### src/hdl/mvs_pkg.sv
package mvs_pkg;

    localparam int MAX_VECTORS = 65536;
    localparam int COUNT_LIMIT = 65536;
    localparam int VEC_CAP     = (MAX_VECTORS < COUNT_LIMIT) ? MAX_VECTORS : COUNT_LIMIT;

    localparam int MAG_W   = 16;
    localparam int DIR_W   = 16;
    localparam int TALLY_W = 17;
    localparam int SUM_W   = 32;
    localparam int BIN_W   = 3;
    localparam int NUM_BINS = 8;

    localparam int IN_DATA_W  = 32;
    localparam int OUT_DATA_W = 104;

    localparam int FIFO_DEPTH = 4;
    localparam int FIFO_PTR_W = $clog2(FIFO_DEPTH);
    localparam int FIFO_CNT_W = $clog2(FIFO_DEPTH + 1);

    // Configuration register indexes.
    localparam logic CFG_STATIC_THR = 1'b0;
    localparam logic CFG_HIGH_THR   = 1'b1;

    localparam logic [MAG_W-1:0] STATIC_THR_RESET = 16'd16;
    localparam logic [MAG_W-1:0] HIGH_THR_RESET   = 16'd160;
    localparam logic [MAG_W-1:0] ONE_Q4           = 16'd16;

    // Bin edges on the Q3.13 code, rounded so that the integer compare
    // matches the exact compare with odd multiples of pi/8.
    localparam logic signed [DIR_W-1:0] EDGE_P1 = 16'sd3217;
    localparam logic signed [DIR_W-1:0] EDGE_P3 = 16'sd9651;
    localparam logic signed [DIR_W-1:0] EDGE_P5 = 16'sd16085;
    localparam logic signed [DIR_W-1:0] EDGE_P7 = 16'sd22519;
    localparam logic signed [DIR_W-1:0] EDGE_P9 = 16'sd28953;
    localparam logic signed [DIR_W-1:0] EDGE_N1 = -16'sd3216;
    localparam logic signed [DIR_W-1:0] EDGE_N3 = -16'sd9650;
    localparam logic signed [DIR_W-1:0] EDGE_N5 = -16'sd16084;
    localparam logic signed [DIR_W-1:0] EDGE_N7 = -16'sd22518;
    localparam logic signed [DIR_W-1:0] EDGE_N9 = -16'sd28952;

    typedef logic [BIN_W-1:0] bin_t;

    typedef struct packed {
        logic [MAG_W-1:0] magnitude;
        bin_t             bin;
        logic             is_static;
        logic             is_high;
        logic             is_moving;
        logic             carries;
        logic             closes;
    } mvs_entry_t;

    typedef struct packed {
        logic       valid;
        mvs_entry_t entry;
    } mvs_word_t;

    typedef enum logic [1:0] {
        ST_ACC,
        ST_DIV_START,
        ST_DIV_WAIT,
        ST_EMIT
    } back_state_t;

    function automatic bin_t pick_bin(input logic signed [DIR_W-1:0] a);
        bin_t b;
        if (a >= 0)
        begin
            if (a < EDGE_P1)      b = 3'd0;
            else if (a < EDGE_P3) b = 3'd1;
            else if (a < EDGE_P5) b = 3'd2;
            else if (a < EDGE_P7) b = 3'd3;
            else if (a < EDGE_P9) b = 3'd4;
            else                  b = 3'd5;
        end
        else
        begin
            if (a >= EDGE_N1)      b = 3'd0;
            else if (a >= EDGE_N3) b = 3'd7;
            else if (a >= EDGE_N5) b = 3'd6;
            else if (a >= EDGE_N7) b = 3'd5;
            else if (a >= EDGE_N9) b = 3'd4;
            else                   b = 3'd3;
        end
        return b;
    endfunction

endpackage

### src/hdl/mvs_div.sv
module mvs_div (
    input  logic                                clk,
    input  logic                                rst_n,
    input  logic                                start,
    input  logic [mvs_pkg::SUM_W-1:0]           dividend,
    input  logic [mvs_pkg::TALLY_W-1:0]         divisor,
    output logic                                done,
    output logic [mvs_pkg::MAG_W-1:0]           quotient
);
    import mvs_pkg::*;

    localparam int STEP_W = $clog2(SUM_W);

    logic [SUM_W-1:0]   quot_reg, quot_next;
    logic [TALLY_W-1:0] rem_reg, rem_next;
    logic [TALLY_W-1:0] dvs_reg, dvs_next;
    logic [STEP_W-1:0]  step_reg, step_next;
    logic               busy_reg, busy_next;
    logic               done_reg, done_next;
    logic [TALLY_W:0]   trial;
    logic               fits;

    // Restoring division, one quotient bit per cycle.
    assign trial = {rem_reg, quot_reg[SUM_W-1]};
    assign fits  = trial >= {1'b0, dvs_reg};

    always_comb
    begin
        quot_next = quot_reg;
        rem_next  = rem_reg;
        dvs_next  = dvs_reg;
        step_next = step_reg;
        busy_next = busy_reg;
        done_next = 1'b0;
        if (start)
        begin
            quot_next = dividend;
            rem_next  = '0;
            dvs_next  = divisor;
            step_next = '0;
            busy_next = 1'b1;
        end
        else if (busy_reg)
        begin
            quot_next = {quot_reg[SUM_W-2:0], fits};
            rem_next  = fits ? TALLY_W'(trial - {1'b0, dvs_reg}) : trial[TALLY_W-1:0];
            step_next = STEP_W'(step_reg + 1'b1);
            if (step_reg == STEP_W'(SUM_W - 1))
            begin
                busy_next = 1'b0;
                done_next = 1'b1;
            end
        end
    end

    always_ff @(posedge clk or negedge rst_n)
    begin
        if (!rst_n)
        begin
            busy_reg <= 1'b0;
            done_reg <= 1'b0;
            step_reg <= '0;
        end
        else
        begin
            busy_reg <= busy_next;
            done_reg <= done_next;
            step_reg <= step_next;
        end
    end

    always_ff @(posedge clk)
    begin
        quot_reg <= quot_next;
        rem_reg  <= rem_next;
        dvs_reg  <= dvs_next;
    end

    assign done     = done_reg;
    assign quotient = quot_reg[MAG_W-1:0];

endmodule

### src/hdl/mvs_fifo.sv
module mvs_fifo (
    input  logic                clk,
    input  logic                rst_n,
    input  mvs_pkg::mvs_word_t  push,
    output logic                full,
    output mvs_pkg::mvs_word_t  pop,
    input  logic                pop_ready
);
    import mvs_pkg::*;

    mvs_entry_t              mem [FIFO_DEPTH];
    logic [FIFO_PTR_W-1:0]   wr_ptr_reg, wr_ptr_next;
    logic [FIFO_PTR_W-1:0]   rd_ptr_reg, rd_ptr_next;
    logic [FIFO_CNT_W-1:0]   count_reg, count_next;
    logic                    do_push, do_pop;

    assign full    = count_reg == FIFO_CNT_W'(FIFO_DEPTH);
    assign do_push = push.valid && !full;
    assign do_pop  = pop.valid && pop_ready;

    assign pop.valid = count_reg != '0;
    assign pop.entry = mem[rd_ptr_reg];

    always_comb
    begin
        wr_ptr_next = do_push ? FIFO_PTR_W'(wr_ptr_reg + 1'b1) : wr_ptr_reg;
        rd_ptr_next = do_pop ? FIFO_PTR_W'(rd_ptr_reg + 1'b1) : rd_ptr_reg;
        count_next  = count_reg;
        if (do_push && !do_pop)
            count_next = FIFO_CNT_W'(count_reg + 1'b1);
        else if (do_pop && !do_push)
            count_next = FIFO_CNT_W'(count_reg - 1'b1);
    end

    always_ff @(posedge clk or negedge rst_n)
    begin
        if (!rst_n)
        begin
            wr_ptr_reg <= '0;
            rd_ptr_reg <= '0;
            count_reg  <= '0;
        end
        else
        begin
            wr_ptr_reg <= wr_ptr_next;
            rd_ptr_reg <= rd_ptr_next;
            count_reg  <= count_next;
        end
    end

    always_ff @(posedge clk)
    begin
        if (do_push)
            mem[wr_ptr_reg] <= push.entry;
    end

endmodule

### src/hdl/mvs_front.sv
module mvs_front (
    input  logic                              clk,
    input  logic                              rst_n,
    input  logic                              s_axis_tvalid,
    output logic                              s_axis_tready,
    input  logic [mvs_pkg::IN_DATA_W-1:0]     s_axis_tdata,
    input  logic                              s_axis_tuser,
    input  logic                              s_axis_tlast,
    input  logic                              cfg_wen,
    input  logic                              cfg_index,
    input  logic [mvs_pkg::MAG_W-1:0]         cfg_data,
    output mvs_pkg::mvs_word_t                push,
    input  logic                              fifo_full
);
    import mvs_pkg::*;

    logic [MAG_W-1:0]        static_thr_reg;
    logic [MAG_W-1:0]        high_thr_reg;
    logic [MAG_W-1:0]        mag;
    logic signed [DIR_W-1:0] dir;

    always_ff @(posedge clk or negedge rst_n)
    begin
        if (!rst_n)
        begin
            static_thr_reg <= STATIC_THR_RESET;
            high_thr_reg   <= HIGH_THR_RESET;
        end
        else if (cfg_wen)
        begin
            unique case (cfg_index)
                CFG_STATIC_THR: static_thr_reg <= cfg_data;
                CFG_HIGH_THR:   high_thr_reg   <= cfg_data;
            endcase
        end
    end

    assign mag = s_axis_tdata[MAG_W-1:0];
    assign dir = s_axis_tdata[MAG_W+DIR_W-1:MAG_W];

    assign s_axis_tready = !fifo_full;

    // Bare words carry no vector and close nothing, so they are dropped here.
    always_comb
    begin
        push.valid           = s_axis_tvalid && (s_axis_tuser || s_axis_tlast);
        push.entry.magnitude = mag;
        push.entry.bin       = pick_bin(dir);
        push.entry.is_static = mag < static_thr_reg;
        push.entry.is_high   = mag > high_thr_reg;
        push.entry.is_moving = mag > ONE_Q4;
        push.entry.carries   = s_axis_tuser;
        push.entry.closes    = s_axis_tlast;
    end

endmodule

### src/hdl/mvs_back.sv
module mvs_back (
    input  logic                              clk,
    input  logic                              rst_n,
    input  mvs_pkg::mvs_word_t                pop,
    output logic                              pop_ready,
    output logic                              m_axis_tvalid,
    input  logic                              m_axis_tready,
    output logic [mvs_pkg::OUT_DATA_W-1:0]    m_axis_tdata,
    output logic                              m_axis_tlast
);
    import mvs_pkg::*;

    back_state_t        state_reg, state_next;
    logic [SUM_W-1:0]   sum_reg, sum_next;
    logic [TALLY_W-1:0] count_reg, count_next;
    logic [MAG_W-1:0]   max_reg, max_next;
    logic [MAG_W-1:0]   min_reg, min_next;
    logic [TALLY_W-1:0] static_reg, static_next;
    logic [TALLY_W-1:0] high_reg, high_next;
    logic [TALLY_W-1:0] bins_reg [NUM_BINS];
    logic [TALLY_W-1:0] bins_next [NUM_BINS];
    bin_t               sel_reg, sel_next;
    logic [MAG_W-1:0]   avg_reg, avg_next;

    logic                  out_valid_reg, out_valid_next;
    logic [OUT_DATA_W-1:0] out_data_reg, out_data_next;
    logic                  out_last_reg, out_last_next;

    logic               div_start;
    logic               div_done;
    logic [MAG_W-1:0]   div_quot;
    logic               load;
    mvs_entry_t         e;

    mvs_div u_div (
        .clk      (clk),
        .rst_n    (rst_n),
        .start    (div_start),
        .dividend (sum_reg),
        .divisor  (count_reg),
        .done     (div_done),
        .quotient (div_quot)
    );

    assign e = pop.entry;

    always_comb
    begin
        state_next     = state_reg;
        sum_next       = sum_reg;
        count_next     = count_reg;
        max_next       = max_reg;
        min_next       = min_reg;
        static_next    = static_reg;
        high_next      = high_reg;
        bins_next      = bins_reg;
        sel_next       = sel_reg;
        avg_next       = avg_reg;
        out_valid_next = out_valid_reg && !m_axis_tready;
        out_data_next  = out_data_reg;
        out_last_next  = out_last_reg;
        pop_ready      = 1'b0;
        div_start      = 1'b0;
        load           = 1'b0;

        unique case (state_reg)
            ST_ACC:
            begin
                pop_ready = 1'b1;
                if (pop.valid)
                begin
                    // Once the set is full, further vectors are ignored.
                    if (e.carries && count_reg < TALLY_W'(VEC_CAP))
                    begin
                        if (count_reg == '0)
                        begin
                            max_next = e.magnitude;
                            min_next = e.magnitude;
                        end
                        else
                        begin
                            if (e.magnitude > max_reg) max_next = e.magnitude;
                            if (e.magnitude < min_reg) min_next = e.magnitude;
                        end
                        sum_next   = sum_reg + SUM_W'(e.magnitude);
                        count_next = TALLY_W'(count_reg + 1'b1);
                        if (e.is_static) static_next = TALLY_W'(static_reg + 1'b1);
                        if (e.is_high)   high_next   = TALLY_W'(high_reg + 1'b1);
                        for (int i = 0; i < NUM_BINS; i++)
                        begin
                            if (e.is_moving && e.bin == BIN_W'(i))
                                bins_next[i] = TALLY_W'(bins_reg[i] + 1'b1);
                        end
                    end
                    if (e.closes)
                        state_next = ST_DIV_START;
                end
            end
            ST_DIV_START:
            begin
                div_start  = 1'b1;
                state_next = ST_DIV_WAIT;
            end
            ST_DIV_WAIT:
            begin
                if (div_done)
                begin
                    avg_next   = (count_reg == '0) ? '0 : div_quot;
                    sel_next   = '0;
                    state_next = ST_EMIT;
                end
            end
            ST_EMIT:
            begin
                load = !out_valid_reg || m_axis_tready;
                if (load)
                begin
                    out_valid_next = 1'b1;
                    out_data_next  = {2'b00, bins_reg[0], sel_reg, high_reg, static_reg,
                                      min_reg, max_reg, avg_reg};
                    out_last_next  = sel_reg == BIN_W'(NUM_BINS - 1);
                    // Bins shift down so the next word always reads bin zero;
                    // after eight shifts they are all clear.
                    for (int i = 0; i < NUM_BINS - 1; i++)
                        bins_next[i] = bins_reg[i+1];
                    bins_next[NUM_BINS-1] = '0;
                    sel_next = BIN_W'(sel_reg + 1'b1);
                    if (sel_reg == BIN_W'(NUM_BINS - 1))
                    begin
                        sum_next    = '0;
                        count_next  = '0;
                        max_next    = '0;
                        min_next    = '0;
                        static_next = '0;
                        high_next   = '0;
                        state_next  = ST_ACC;
                    end
                end
            end
        endcase
    end

    always_ff @(posedge clk or negedge rst_n)
    begin
        if (!rst_n)
        begin
            state_reg     <= ST_ACC;
            sum_reg       <= '0;
            count_reg     <= '0;
            max_reg       <= '0;
            min_reg       <= '0;
            static_reg    <= '0;
            high_reg      <= '0;
            for (int i = 0; i < NUM_BINS; i++)
                bins_reg[i] <= '0;
            sel_reg       <= '0;
            out_valid_reg <= 1'b0;
        end
        else
        begin
            state_reg     <= state_next;
            sum_reg       <= sum_next;
            count_reg     <= count_next;
            max_reg       <= max_next;
            min_reg       <= min_next;
            static_reg    <= static_next;
            high_reg      <= high_next;
            bins_reg      <= bins_next;
            sel_reg       <= sel_next;
            out_valid_reg <= out_valid_next;
        end
    end

    always_ff @(posedge clk)
    begin
        avg_reg      <= avg_next;
        out_data_reg <= out_data_next;
        out_last_reg <= out_last_next;
    end

    assign m_axis_tvalid = out_valid_reg;
    assign m_axis_tdata  = out_data_reg;
    assign m_axis_tlast  = out_last_reg;

endmodule

### src/hdl/motion_vector_statistics_top.sv
// Flow: a vector word is written into the queue and, once the back end pops it,
// accumulated into the statistics; a closing word then starts the serial divider for the
// average, and results leave one word per cycle while m_axis_tready is high.
// Throughput: one input word per cycle between closes; a close holds the back end
// through the division and the eight result words while the 4-entry queue absorbs input.
// Reset: asynchronous, active low; thresholds return to 16 and 160, all statistics but the average register clear.
module motion_vector_statistics_top (
    input  logic                              clk,
    input  logic                              rst_n,
    // tdata: magnitude[15:0], direction[31:16]
    input  logic                              s_axis_tvalid,
    output logic                              s_axis_tready,
    input  logic [mvs_pkg::IN_DATA_W-1:0]     s_axis_tdata,
    // tuser: carries_vector
    input  logic                              s_axis_tuser,
    input  logic                              s_axis_tlast,
    // tdata: average_magnitude[15:0], largest_magnitude[31:16],
    // smallest_magnitude[47:32], static_count[64:48], high_motion_count[81:65],
    // bin_index[84:82], bin_count[101:85], zero fill[103:102]
    output logic                              m_axis_tvalid,
    input  logic                              m_axis_tready,
    output logic [mvs_pkg::OUT_DATA_W-1:0]    m_axis_tdata,
    output logic                              m_axis_tlast,
    input  logic                              cfg_wen,
    input  logic                              cfg_index,
    input  logic [mvs_pkg::MAG_W-1:0]         cfg_data
);
    import mvs_pkg::*;

    mvs_word_t push;
    mvs_word_t pop;
    logic      fifo_full;
    logic      pop_ready;

    mvs_front u_front (
        .clk           (clk),
        .rst_n         (rst_n),
        .s_axis_tvalid (s_axis_tvalid),
        .s_axis_tready (s_axis_tready),
        .s_axis_tdata  (s_axis_tdata),
        .s_axis_tuser  (s_axis_tuser),
        .s_axis_tlast  (s_axis_tlast),
        .cfg_wen       (cfg_wen),
        .cfg_index     (cfg_index),
        .cfg_data      (cfg_data),
        .push          (push),
        .fifo_full     (fifo_full)
    );

    mvs_fifo u_fifo (
        .clk       (clk),
        .rst_n     (rst_n),
        .push      (push),
        .full      (fifo_full),
        .pop       (pop),
        .pop_ready (pop_ready)
    );

    mvs_back u_back (
        .clk           (clk),
        .rst_n         (rst_n),
        .pop           (pop),
        .pop_ready     (pop_ready),
        .m_axis_tvalid (m_axis_tvalid),
        .m_axis_tready (m_axis_tready),
        .m_axis_tdata  (m_axis_tdata),
        .m_axis_tlast  (m_axis_tlast)
    );

endmodule
### config.mk
export PLATFORM = sky130hd
export DESIGN_NAME = motion_vector_statistics_top
export DESIGN_NICKNAME = d
export VERILOG_FILES = /design/src/hdl/mvs_pkg.sv /design/src/hdl/mvs_div.sv /design/src/hdl/mvs_fifo.sv /design/src/hdl/mvs_front.sv /design/src/hdl/mvs_back.sv /design/src/hdl/motion_vector_statistics_top.sv
export SDC_FILE = /design/constraint.sdc
export NUM_CORES = 1
export LEC_CHECK = 0
export ABC_AREA = 1
export BUFFER_PORTS_ARGS = -buffer_cell sky130_fd_sc_hd__buf_2
export CAP_MARGIN = 15
export CORE_ASPECT_RATIO = 1.75
export CORE_MARGIN = 3
export CORE_UTILIZATION = 50
export CTS_CLUSTER_DIAMETER = 40
export CTS_CLUSTER_SIZE = 24
export DETAILED_ROUTE_END_ITERATION = 6
export PLACE_DENSITY = 0.67
export SYNTH_ARGS = -nofsm -noshare
export SYNTH_HDL_FRONTEND = slang
export SYNTH_SLANG_ARGS = --single-unit
### constraint.sdc
create_clock -name clk -period 7.65 [get_ports clk]
set_input_delay 0.3825 -clock clk [delete_from_list [all_inputs] [get_ports clk]]
set_output_delay 0.3825 -clock clk [all_outputs]
set_load 0.02 [all_outputs]
==> run_summary.xml <==
<?xml version="1.0" encoding="UTF-8"?>
<metrics>
  <group name="outcome">
    <metric name="run_status" unit="">finished, final reports clean</metric>
  </group>
  <group name="placed_design">
    <metric name="finalWeightedCongestion" unit="">0.922</metric>
    <metric name="place.detailed.instances" unit="">4259</metric>
    <metric name="placement.io_buffers" unit="">160</metric>
    <metric name="hpwlAfterDp" unit="um">52200</metric>
  </group>
  <group name="floorplan">
    <metric name="die_w" unit="um">193</metric>
    <metric name="dieHeight" unit="um">333</metric>
    <metric name="core_region_area" unit="mm^2">0.0603</metric>
    <metric name="std_cell_rows" unit="">119</metric>
    <metric name="start_util" unit="">0.506</metric>
    <metric name="floorplan.io_pins" unit="">163</metric>
    <metric name="total_die_area" unit="mm^2">0.0641</metric>
  </group>
  <group name="detailed_routing">
    <metric name="ant_nets" unit="">0</metric>
    <metric name="detail_route.first_pass.iterations" unit="">5</metric>
    <metric name="number_of_vias_per_cell_after_detailed_routing" unit="">5.41</metric>
    <metric name="drtIter0Drc" unit="">1198</metric>
    <metric name="detailroute.via_count" unit="">23600</metric>
    <metric name="route.final.wire_length" unit="um">72100</metric>
    <metric name="detailed_route_drc_error_count" unit="">0</metric>
    <metric name="route.detailed.wl_per_inst" unit="um">16.5</metric>
  </group>
  <group name="setup_path">
    <metric name="crit_type" unit="">reg2reg</metric>
    <metric name="path_buf_inv" unit="">2</metric>
    <metric name="worstPathMaxFanout" unit="">49</metric>
    <metric name="critPathCaptureType" unit="">register</metric>
    <metric name="critPathRequiredTime" unit="ns">8.15</metric>
    <metric name="timing.critical_path.slowest_cell_delay" unit="ns">0.45</metric>
    <metric name="cp_cell_sequence" unit="">buf_4, inv_2, o21ai_0, nand2_1, ha_1, nand2_1, nor2_1, nand2_1, o21ai_0, nand2_1, nand2_1, nand2_1, nor2_1, nand2_1, nand2_1, nor2_1</metric>
    <metric name="setup.worst_path.start_class" unit="">register</metric>
    <metric name="path_delay_family" unit="">simple AND/OR/NAND/NOR gates</metric>
    <metric name="cp_data_arrival_time" unit="ns">4.45</metric>
    <metric name="timing.critical_path.mode_cell" unit="">sky130_fd_sc_hd__nand2_1</metric>
    <metric name="crit_path_top_delay_cell" unit="">sky130_fd_sc_hd__o21ai_0</metric>
  </group>
  <group name="pwr">
    <metric name="power.total" unit="mW">14.5</metric>
    <metric name="cellLeakagePower" unit="nW">14.8</metric>
    <metric name="power.net_switching" unit="mW">6.45</metric>
    <metric name="peakVddDrop" unit="mV">0.220</metric>
    <metric name="power.share.switching" unit="">0.444</metric>
    <metric name="internal_power" unit="mW">8.08</metric>
    <metric name="power.share.clock" unit="">0.198</metric>
    <metric name="power.density_cell_area" unit="mW/mm^2">429</metric>
    <metric name="share_comb_of_total_power" unit="">0.439</metric>
    <metric name="seq_power_share" unit="">0.363</metric>
  </group>
  <group name="global_route">
    <metric name="grt-busiest-layer" unit="">met2</metric>
    <metric name="global_route.usage.met1" unit="">0.269</metric>
    <metric name="track_usage" unit="">0.228</metric>
    <metric name="grt_antenna_before_repair" unit="">0</metric>
    <metric name="grt_start_max_net_pins" unit="">152</metric>
    <metric name="grt.overflow.total" unit="">0</metric>
    <metric name="gr-usage-met3" unit="">0.0249</metric>
    <metric name="met2_usage" unit="">0.418</metric>
    <metric name="global_route_wire_length_before_repair" unit="um">119000</metric>
    <metric name="first_global_vias" unit="">23500</metric>
  </group>
  <group name="timing">
    <metric name="setup_repair_after_global_routing_missed_its_margin" unit="">no</metric>
    <metric name="worst_slew_margin_rel" unit="">0.316</metric>
    <metric name="tightest_slew" unit="ns">1.02</metric>
    <metric name="timing.final.hold_violations" unit="">0</metric>
    <metric name="max_freq" unit="GHz">0.253</metric>
    <metric name="clock_skew" unit="ns">0.0149</metric>
    <metric name="fin_tns_setup" unit="ns">0</metric>
    <metric name="final_cycle_share" unit="">0.516</metric>
    <metric name="setup_viol_count_final" unit="">0</metric>
    <metric name="final-max-slew-violation-count" unit="">0</metric>
    <metric name="finalWorstPathRequiredPeriod" unit="ns">3.95</metric>
  </group>
  <group name="synthesis">
    <metric name="synthFlopType" unit="">sky130_fd_sc_hd__dfrtp_1</metric>
    <metric name="synth_enable_flop_cells" unit="">264</metric>
    <metric name="synth.largest_area_cell" unit="">sky130_fd_sc_hd__edfxtp_1</metric>
    <metric name="yosysWarningCount" unit="">0</metric>
    <metric name="synth_cell_types" unit="">62</metric>
    <metric name="syn_area_per_cell" unit="um^2">8.94</metric>
    <metric name="synthDominantCellAreaShare" unit="">0.260</metric>
    <metric name="postSynthRegisterBits" unit="">584</metric>
    <metric name="yosysSeqAreaShare" unit="">0.520</metric>
    <metric name="post_synth_most_frequent_cells" unit="">762 x sky130_fd_sc_hd__nand2_1, 371 x sky130_fd_sc_hd__inv_1, 330 x sky130_fd_sc_hd__o21ai_0</metric>
    <metric name="synth_area" unit="mm^2">0.0305</metric>
    <metric name="synth_area_leaders" unit="">sky130_fd_sc_hd__edfxtp_1 26%, sky130_fd_sc_hd__dfrtp_1 25%, sky130_fd_sc_hd__nand2_1 9.4%, sky130_fd_sc_hd__o21ai_0 5.4%, sky130_fd_sc_hd__ha_1 4.9%</metric>
    <metric name="postSynthCellCount" unit="">3409</metric>
    <metric name="yosysMostFrequentCell" unit="">sky130_fd_sc_hd__nand2_1</metric>
    <metric name="async_reset_ff_frac" unit="">0.519</metric>
  </group>
  <group name="min_path">
    <metric name="hp-class" unit="">in2reg</metric>
  </group>
  <group name="layout">
    <metric name="largest_reg_flops" unit="">136</metric>
    <metric name="drive_above_1_share" unit="">0.0962</metric>
    <metric name="nets" unit="">3716</metric>
    <metric name="final-instance-count-excl-fill" unit="">4371</metric>
    <metric name="insertedDiodeCount" unit="">0</metric>
    <metric name="area_delta_synth_final" unit="%">11.0</metric>
    <metric name="final.fill_count" unit="">5464</metric>
  </group>
  <group name="job">
    <metric name="cap_viol_max_count" unit="">0</metric>
  </group>
  <group name="clocking">
    <metric name="clock_slew_seen_by_the_registers_of_the_worst_setup_and_hold_paths" unit="ns">0.07</metric>
    <metric name="ctsRootBufferMaster" unit="">sky130_fd_sc_hd__clkbuf_16</metric>
    <metric name="numCtsBuffers" unit="">56</metric>
    <metric name="h_tree_depth" unit="">2</metric>
    <metric name="clk-insertion-delay-late" unit="ns">0.62</metric>
    <metric name="cts_max_path_buffers" unit="">3</metric>
    <metric name="number_of_gates_resized_after_cts" unit="">0</metric>
    <metric name="clock_sinks" unit="">584</metric>
    <metric name="tritoncts" unit="">built</metric>
  </group>
</metrics>
[worst register-to-register path, cell delays in order (launching register included)]
cell and delay (ns):
sky130_fd_sc_hd__dfrtp_1 0.35, sky130_fd_sc_hd__buf_4 0.41, sky130_fd_sc_hd__inv_2 0.43, sky130_fd_sc_hd__o21ai_0 0.39, sky130_fd_sc_hd__nand2_1 0.19, sky130_fd_sc_hd__ha_1 0.40, sky130_fd_sc_hd__nand2_1 0.09, sky130_fd_sc_hd__nor2_1 0.26
sky130_fd_sc_hd__nand2_1 0.08, sky130_fd_sc_hd__o21ai_0 0.45, sky130_fd_sc_hd__nand2_1 0.11, sky130_fd_sc_hd__nand2_1 0.22, sky130_fd_sc_hd__nand2_1 0.14, sky130_fd_sc_hd__nor2_1 0.16, sky130_fd_sc_hd__nand2_1 0.06, sky130_fd_sc_hd__nand2_1 0.05
sky130_fd_sc_hd__nor2_1 0.05
[layer usage]
metal	wire [um]	vias up
met5	0	-
met4	2810	0
met3	2640	153
met2	38000	490
met1	28700	11200
li1	-	11800
[layout make-up]
cell class	count	area, um^2	area share
Tap cell	786	983	0.0291
Clock inverter	44	480	0.0142
Multi-Input combinational cell	2325	12600	0.372
Timing Repair Buffer	185	1030	0.0303
Clock buffer	62	1450	0.0427
Inverter	385	1460	0.0431
Sequential cell	584	15900	0.469
[stage by stage]
stage	utilization	worst slack (ns)	instance area [um^2]	hold slack [ns]
3_5_place_dp	0.528	3.82	31800	0.406
4_1_cts	0.561	3.76	33800	0.00173
3_3_place_gp	0.528	3.92	31800	0.402
5_1_grt	0.561	3.34	33800	0.0450
6_report	0.561	3.70	33800	0.0331
2_1_floorplan	-	3.60	30500	0.0869
[kinds of logic after synthesis]
family | count (synthesis) | share of synthesized area
adders and majority gates | 123 | 0.0512
and+or+nand+nor | 1382 | 0.193
DFF | 584 | 0.520
AOI/OAI and AO/OA | 670 | 0.125
xor gates and xnor gates | 147 | 0.0422
other | 1 | 0.000123
buffers and inverters | 501 | 0.0682
muxes | 1 | 0.000369
[cell usage in the layout, fill, tap and decap left out, drive strengths merged, types with 5 or more instances in the layout]
cell	n
a31oi	14
a22o	5
clkbuf	62
o211ai	55
xor2	119
a21oi	159
ha	120
dlygate4sd3	6
o22ai	5
nand2	776
nor2	256
xnor2	28
nor4	29
a21o	8
inv	401
buf	179
o21ai	358
o21a	6
nand4	57
nor3	83
dfrtp	300
dfxtp	17
or2	5
edfxtp	264
nand3	167
nor3b	5
a22oi	5
clkinv	20
o31ai	34
[power groups by stage]
| stage | Clock [mW] | Combinational (mW) | Sequential, mW |
|---|---|---|---|
| finish | 2.88 | 6.38 | 5.27 |
| global route | 3.07 | 7.32 | 5.40 |
| CTS | 2.95 | 6.45 | 5.27 |
| detailed placement | 0 | 6.41 | 5.33 |
| global placement | 0 | 6.29 | 5.32 |
| floorplan | 0 | 4.75 | 5.34 |
[worst paths after layout]
| check | from | end | slack [ns] | depth (start not counted) |
|---|---|---|---|---|
| max | u_fifo.rd_ptr_reg[0] | u_back.sum_reg[22] | 3.70 | 16 |
| min | cfg_data[11] | u_front.static_thr_reg[11] | 0.03 | 3 |
| max reg2reg | u_fifo.rd_ptr_reg[0] | u_back.sum_reg[22] | 3.70 | 16 |
| min reg2reg | u_back.avg_reg[15] | u_back.m_axis_tdata[15] | 0.42 | 0 |
| max in group asynchronous | rst_n | u_back.bins_reg[16] | 5.87 | 3 |
| min in group asynchronous | rst_n | u_back.static_reg[16] | 0.39 | 2 |
[what timing repair did]
item                                   CTS  global route
endpoints found under the hold margin  100             0
hold buffers                             6             0
setup buffers                            0             0
No activity file was read; power rests on OpenSTA's default activity.
